**src/hw/rtl/sdes_pkg.sv**
```systemverilog
// ----------------------------------------------------------------------------
// sdes_pkg
// Shared types, constants and permutation/S-box functions for the S-DES unit.
// ----------------------------------------------------------------------------
`default_nettype none

package sdes_pkg;

    localparam int DATA_W     = 8;
    localparam int KEY_W      = 10;
    localparam int RKEY_W     = 8;
    localparam int CFG_IDX_W  = 2;
    localparam int CFG_DATA_W = 10;

    // configuration register indexes
    typedef enum logic [CFG_IDX_W-1:0] {
        CFG_KEY_A  = 2'd0,
        CFG_KEY_B  = 2'd1,
        CFG_DOUBLE = 2'd2
    } cfg_idx_t;

    // action codes
    localparam logic ACT_ENCRYPT = 1'b0;
    localparam logic ACT_DECRYPT = 1'b1;

    typedef struct packed {
        logic [RKEY_W-1:0] k1;
        logic [RKEY_W-1:0] k2;
    } round_keys_t;

    // S-boxes flattened as row*4 + col
    localparam logic [1:0] SBOX0 [16] = '{
        2'd1, 2'd0, 2'd3, 2'd2,
        2'd3, 2'd2, 2'd1, 2'd0,
        2'd0, 2'd2, 2'd1, 2'd3,
        2'd3, 2'd1, 2'd3, 2'd2
    };
    localparam logic [1:0] SBOX1 [16] = '{
        2'd0, 2'd1, 2'd2, 2'd3,
        2'd2, 2'd0, 2'd1, 2'd3,
        2'd3, 2'd0, 2'd1, 2'd0,
        2'd2, 2'd1, 2'd0, 2'd3
    };

    // Table positions count from the msb (position 1), hence bit [n-p].
    function automatic logic [9:0] p10(input logic [9:0] k);
        return {k[7], k[5], k[8], k[3], k[6], k[0], k[9], k[1], k[2], k[4]};
    endfunction

    function automatic logic [7:0] p8(input logic [9:0] u);
        return {u[4], u[7], u[3], u[6], u[2], u[5], u[0], u[1]};
    endfunction

    function automatic logic [7:0] ip(input logic [7:0] x);
        return {x[6], x[2], x[5], x[7], x[4], x[0], x[3], x[1]};
    endfunction

    function automatic logic [7:0] ip_inv(input logic [7:0] x);
        return {x[4], x[7], x[5], x[3], x[1], x[6], x[0], x[2]};
    endfunction

    function automatic logic [7:0] expand(input logic [3:0] r);
        return {r[0], r[3], r[2], r[1], r[2], r[1], r[0], r[3]};
    endfunction

    function automatic logic [3:0] p4(input logic [3:0] s);
        return {s[2], s[0], s[1], s[3]};
    endfunction

    // row from outer bits, column from inner bits
    function automatic logic [3:0] sbox_idx(input logic [3:0] nib);
        return {nib[3], nib[0], nib[2], nib[1]};
    endfunction

    function automatic logic [3:0] feistel(input logic [3:0] r, input logic [RKEY_W-1:0] k);
        logic [7:0] e;
        logic [3:0] s;
        e = expand(r) ^ k;
        s = {SBOX0[sbox_idx(e[7:4])], SBOX1[sbox_idx(e[3:0])]};
        return p4(s);
    endfunction

    // two rounds with swap in between; ka first, kb second
    function automatic logic [7:0] cipher_block(input logic [7:0] x,
                                                input logic [RKEY_W-1:0] ka,
                                                input logic [RKEY_W-1:0] kb);
        logic [7:0] t;
        logic [3:0] l;
        logic [3:0] r;
        t = ip(x);
        l = t[7:4] ^ feistel(t[3:0], ka);
        r = l;
        l = t[3:0] ^ feistel(r, kb);
        return ip_inv({l, r});
    endfunction

endpackage

`default_nettype wire

```
**src/hw/rtl/simplified_des_cipher_unit.sv**
```systemverilog
// ----------------------------------------------------------------------------
// simplified_des_cipher_unit
// Simplified DES encrypt/decrypt of 8-bit blocks, single or double cipher.
// ----------------------------------------------------------------------------
// Usage:
//   Input beats arrive on s_tvalid/s_tready: s_tdata[7:0] is the block and
//   s_tuser the action (0 encrypt, 1 decrypt). Each input beat yields exactly
//   one output beat on m_tvalid/m_tready with the result block in m_tdata.
//   Keys and the double-cipher enable are written through cfg_we/cfg_index/
//   cfg_wdata while no beat is in flight; index 3 is ignored.
//   The input register loads at the accepting edge and the result register
//   loads from it when the result stage can accept, which raises m_tvalid.
//   Throughput is one beat per cycle while m_tready does not stall; the full
//   cipher (both passes in double mode) is done by the combinational logic
//   between the two registers.
//   When m_tready is low a valid result holds in the result register, the
//   input register still fills, and s_tready drops once both stages are occupied.
//   Reset (aresetn low, synchronous) empties both stages and clears the
//   keys and double mode to zero.
// ----------------------------------------------------------------------------
`default_nettype none

module simplified_des_cipher_unit
    import sdes_pkg::*;
(
    input  wire logic                  aclk,
    input  wire logic                  aresetn,
    // configuration
    input  wire logic                  cfg_we,
    input  wire logic [CFG_IDX_W-1:0]  cfg_index,
    input  wire logic [CFG_DATA_W-1:0] cfg_wdata,
    // input stream
    input  wire logic                  s_tvalid,
    output logic                       s_tready,
    input  wire logic [DATA_W-1:0]     s_tdata,   // [7:0] data_in
    input  wire logic                  s_tuser,   // [0] action
    // result stream
    output logic                       m_tvalid,
    input  wire logic                  m_tready,
    output logic [DATA_W-1:0]          m_tdata    // [7:0] data_out
);

    // configuration registers
    logic [KEY_W-1:0] key_a_reg;
    logic [KEY_W-1:0] key_b_reg;
    logic             double_reg;

    always_ff @(posedge aclk) begin
        if (!aresetn) begin
            key_a_reg  <= '0;
            key_b_reg  <= '0;
            double_reg <= 1'b0;
        end else if (cfg_we) begin
            case (cfg_index)
                CFG_KEY_A:  key_a_reg  <= cfg_wdata[KEY_W-1:0];
                CFG_KEY_B:  key_b_reg  <= cfg_wdata[KEY_W-1:0];
                CFG_DOUBLE: double_reg <= cfg_wdata[0];
                default: ;
            endcase
        end
    end

    // round keys
    round_keys_t rk_a;
    round_keys_t rk_b;

    sdes_key_sched u_key_a (
        .master_key (key_a_reg),
        .round_keys (rk_a)
    );

    sdes_key_sched u_key_b (
        .master_key (key_b_reg),
        .round_keys (rk_b)
    );

    // pipeline handshake
    logic              in_valid_reg;
    logic              in_action_reg;
    logic [DATA_W-1:0] in_data_reg;
    logic              out_valid_reg;
    logic [DATA_W-1:0] out_data_reg;
    logic              out_ready;
    logic              in_ready;

    assign out_ready = !out_valid_reg || m_tready;
    assign in_ready  = !in_valid_reg || out_ready;
    assign s_tready  = in_ready;

    // input register
    always_ff @(posedge aclk) begin
        if (!aresetn) begin
            in_valid_reg <= 1'b0;
        end else if (in_ready) begin
            in_valid_reg <= s_tvalid;
        end
    end

    always_ff @(posedge aclk) begin
        if (in_ready && s_tvalid) begin
            in_action_reg <= s_tuser;
            in_data_reg   <= s_tdata;
        end
    end

    // cipher datapath: first pass, then optional second pass
    round_keys_t       key1_sel;
    round_keys_t       key2_sel;
    logic              decrypt;
    logic [DATA_W-1:0] pass1;
    logic [DATA_W-1:0] pass2;
    logic [DATA_W-1:0] out_data_next;

    always_comb begin
        decrypt  = (in_action_reg == ACT_DECRYPT);
        // double decrypt runs key B first, then key A
        key1_sel = (double_reg && decrypt) ? rk_b : rk_a;
        key2_sel = decrypt ? rk_a : rk_b;
        pass1 = decrypt ? cipher_block(in_data_reg, key1_sel.k2, key1_sel.k1)
                        : cipher_block(in_data_reg, key1_sel.k1, key1_sel.k2);
        pass2 = decrypt ? cipher_block(pass1, key2_sel.k2, key2_sel.k1)
                        : cipher_block(pass1, key2_sel.k1, key2_sel.k2);
        out_data_next = double_reg ? pass2 : pass1;
    end

    // result register
    always_ff @(posedge aclk) begin
        if (!aresetn) begin
            out_valid_reg <= 1'b0;
        end else if (out_ready) begin
            out_valid_reg <= in_valid_reg;
        end
    end

    always_ff @(posedge aclk) begin
        if (out_ready && in_valid_reg) begin
            out_data_reg <= out_data_next;
        end
    end

    assign m_tvalid = out_valid_reg;
    assign m_tdata  = out_data_reg;

endmodule

`default_nettype wire

```
**src/hw/rtl/sdes_key_sched.sv**
```systemverilog
// ----------------------------------------------------------------------------
// sdes_key_sched
// Derives the two round keys from one 10-bit master key (P10, rotates, P8).
// ----------------------------------------------------------------------------
`default_nettype none

module sdes_key_sched
    import sdes_pkg::*;
(
    input  wire logic [KEY_W-1:0] master_key,
    output round_keys_t           round_keys
);

    logic [9:0] t;
    logic [4:0] lh1, rh1, lh3, rh3;

    always_comb begin
        t = p10(master_key);
        // rotate left by 1 for round key one
        lh1 = {t[8:5], t[9]};
        rh1 = {t[3:0], t[4]};
        // further rotate by 2 for round key two
        lh3 = {lh1[2:0], lh1[4:3]};
        rh3 = {rh1[2:0], rh1[4:3]};
        round_keys.k1 = p8({lh1, rh1});
        round_keys.k2 = p8({lh3, rh3});
    end

endmodule

`default_nettype wire

```
**config.mk**
```make
export PLATFORM = sky130hd
export DESIGN_NAME = simplified_des_cipher_unit
export DESIGN_NICKNAME = d
export VERILOG_FILES = /design/src/hw/rtl/sdes_pkg.sv /design/src/hw/rtl/simplified_des_cipher_unit.sv /design/src/hw/rtl/sdes_key_sched.sv
export SDC_FILE = /design/constraint.sdc
export NUM_CORES = 1
export LEC_CHECK = 0
export ABC_AREA = 1
export BUFFER_PORTS_ARGS = -buffer_cell sky130_fd_sc_hd__buf_4
export CAP_MARGIN = 20
export CELL_PAD_IN_SITES_DETAIL_PLACEMENT = 1
export CELL_PAD_IN_SITES_GLOBAL_PLACEMENT = 1
export CORE_ASPECT_RATIO = 0.6
export CORE_MARGIN = 1
export CORE_UTILIZATION = 38
export DETAILED_ROUTE_END_ITERATION = 10
export PLACE_DENSITY_LB_ADDON = 0.1
export RECOVER_POWER = 100
export SYNTH_ARGS = -nofsm -noshare
export SYNTH_HDL_FRONTEND = slang
export SYNTH_SLANG_ARGS = --single-unit
```
**constraint.sdc**
```tcl
create_clock -name aclk -period 9.5 [get_ports aclk]
set_input_delay 2.85 -clock aclk [delete_from_list [all_inputs] [get_ports aclk]]
set_output_delay 2.85 -clock aclk [all_outputs]
set_load 0.005 [all_outputs]
```
==> impl_metrics.yaml <==
worst_setup_path:
  slowest_stage: "nand2_1"
  start_kind: "flop"
  critPathArrivalTime_ns: 6.27
  end_kind: "flop"
  worst_path_largest_cell_delay_ns: 0.68
  critPathMostFrequentCell: "nand2_1"
  critical_path_required_ns: 9.53
  crit_type: "flop to flop"
  path_max_fanout: 52
grt:
  grt_pass1_wl_um: 33900
  grtUsageTotal_pct: 30.4
  antenna_found_initial: 0
  grt_pass1_vias: 6111
  grt_max_degree: 53
  grt_overflow: 0
synth:
  synth.cell_area_mm2: 0.00534
  synthCells: 914
  synth_seq_cells: 40
  ys_seq_area_share_pct: 18.2
  synth_commonest_cells: "336 x nand2_1, 228 x nand3_1, 72 x inv_1, 53 x nand2_2, 34 x nand3_2"
  ys.warnings.count: 0
  synth_mux_area_share_pct: 0
  synth_flop_cell: "dfxtp_1"
  synth_top_family_by_area: "simple AND/OR/NAND/NOR gates"
  syn-num-nets: 948
  synthAdderAreaFrac_pct: 1.88
  synth.most_common_cell: "nand2_1"
  synthSimpleGateAreaFrac_pct: 64.8
  synth_cell_type_count: 30
  synthArstFlopShare_pct: 0
  synthTopCellsByArea: "nand2_1 24%, nand3_1 21%, edfxtp_1 9.6%"
  synth_area_leader_cell: "nand2_1"
  synth_compound_area_share_pct: 6.66
  synth_edf_count: 17
  synth_top_area_share_pct: 23.6
  syn_area_per_cell_um2: 5.84
  post_synth_xor_area_fraction_pct: 0.610
drt:
  num_vias: 6522
  drtIter0Drc: 477
  ant_nets: 0
  drc: 0
  routedWlPerCell_um: 19.1
  first_pass_iters: 5
  viasPerCell: 5.73
  routed_wl_um: 21800
place:
  place.gp.congestion: 0.949
  dp_hpwl_um: 18100
  port_buffers: 35
clock_network:
  clk_pin_slew_ns: 0.06
  insertion_delay_ns: 0.29
  htreeDepth: 2
  clockRootBuffer: "clkbuf_16"
  cts_tree: "built"
  post-cts-setup-buffers: 0
  cts_buffers: 5
  cts_hold_buf: 0
  cts_buffer_depth: 2
  clkSinkCount: 40
  cts_resized: 0
pwr:
  irDropWorstVdd_v: 0.0000767
  leakagePower_nw: 2.94
  power_w: 0.00105
  powerDensity_mw_per_mm2: 178
layout:
  area_growth_pct: 10.4
  antenna_cells: 0
  drive_gt1_share_pct: 16.6
  fill_cells: 1939
  nNetsFinal: 980
sta:
  period_minus_slack_ns: 6.25
  min_period_over_period_pct: 65.8
  setup_tns_ns: 0
  setup_viol: 0
  finalHoldViolations: 0
  max_freq_ghz: 0.160
  slew_violations: 0
  slew_headroom_pct: 45.7
  rsz0062_at_grt: "no"
  clock_skew_ns: 0.00225
  hold_slack_ns: 0.475
  tightest_slew_ns: 0.814
floorplan:
  start_util_pct: 39.0
  pin_count: 36
  rows: 33
  core-area_mm2: 0.0137
  die_x_um: 155
  dieHeight_um: 93.8
  dieArea_mm2: 0.0145
job:
  drv_cap: 0
status:
  outcome: "completed"
min_path:
  hold_path.class: "flop to flop"
[worst max-delay path, delay by kind of cell, from the launching register on]
kind,cells,cell delay (ns)
AND/OR/NAND/NOR,23,3.66
flip-flops,1,0.32
adder cells (fa/ha/maj),3,0.94
buffers and inverters,3,0.68
AO/OA/AOI/OAI,3,0.35
[worst paths after layout]
check | startpoint | to | slack, ns | cells past startpoint
worst max register to register | decrypt | m_tdata[5] | 3.25 | 32
worst min-delay path | in_valid_reg | m_tvalid | 0.48 | 2
worst min register to register | in_valid_reg | m_tvalid | 0.48 | 2
worst max-delay path | decrypt | m_tdata[5] | 3.25 | 32
[cell families (layout without fill, tap and decap cells)]
| kind of cell | Yosys count | in the layout |
|---|---|---|
| xor gates and xnor gates | 2 | 2 |
| adders and majority gates | 8 | 8 |
| AOI/OAI and AO/OA | 66 | 66 |
| buffers and inverters | 96 | 129 |
| and+or+nand+nor | 702 | 702 |
| DFF | 40 | 40 |
[cell usage in the layout (no fill, tap or decap)]
cell and n:
nor2_2 5, nand2_2 49, clkbuf_4 21, clkinvlp_4 1
o21ai_2 2, clkbuf_1 3, o21ai_0 28, dfxtp_1 23
xor2_2 2, o221ai_1 4, nand3_4 6, nand3_2 33
inv_2 5, inv_1 72, o211ai_1 1, nor2_4 1
nand3b_1 7, o21ai_1 10, or2_0 2, nand2_1 341
clkbuf_16 5, or2_1 3, clkinv_1 1, a21oi_1 21
buf_4 20, nand2_4 6, ha_1 8, edfxtp_1 17
nor2_1 20, nand3_1 229, clkinv_4 1
[final cells by class]
cell class	count	area (µm²)	share of cell area, %
multi-input cells	778	3930	66.6
flip-flops and latches	40	971	16.5
repair buffers	43	315	5.35
inverters	78	293	4.97
well taps	192	240	4.08
clock buffers	6	129	2.19
clock inverters	2	16.3	0.276
[metrics by stage]
step                cells  setup slack [ns]  utilization, %  cell area [µm²]
global placement     1131              3.37            42.3             5770
floorplan             914              3.63               -             5340
detailed placement   1131              3.33            42.3             5770
finish               1139              3.25            43.1             5890
CTS                  1139              3.32            43.3             5920
global route         1139              2.88            43.1             5890
[per-layer routing]
| metal | routed length (µm) | track usage [%] | share of wire, % | vias to the layer above |
|---|---|---|---|---|
| li1 | - | - | - | 3096 |
| met1 | 11200 | 47.0 | 51 | 3160 |
| met2 | 8740 | 45.2 | 40 | 252 |
| met3 | 1710 | 3.97 | 7.8 | 14 |
| met4 | 137 | 3.30 | 0.63 | 0 |
| met5 | 0 | 0 | 0 | - |
[where the power goes]
part	switching, W	total (W)	internal (W)
Combinational	0.000473	0.000673	0.000200
Sequential	0.0000102	0.000204	0.000193
Clock	0.0000729	0.000171	0.0000980
Total	0.000556	0.00105	0.000491
No activity file was read; power rests on OpenSTA's default activity.
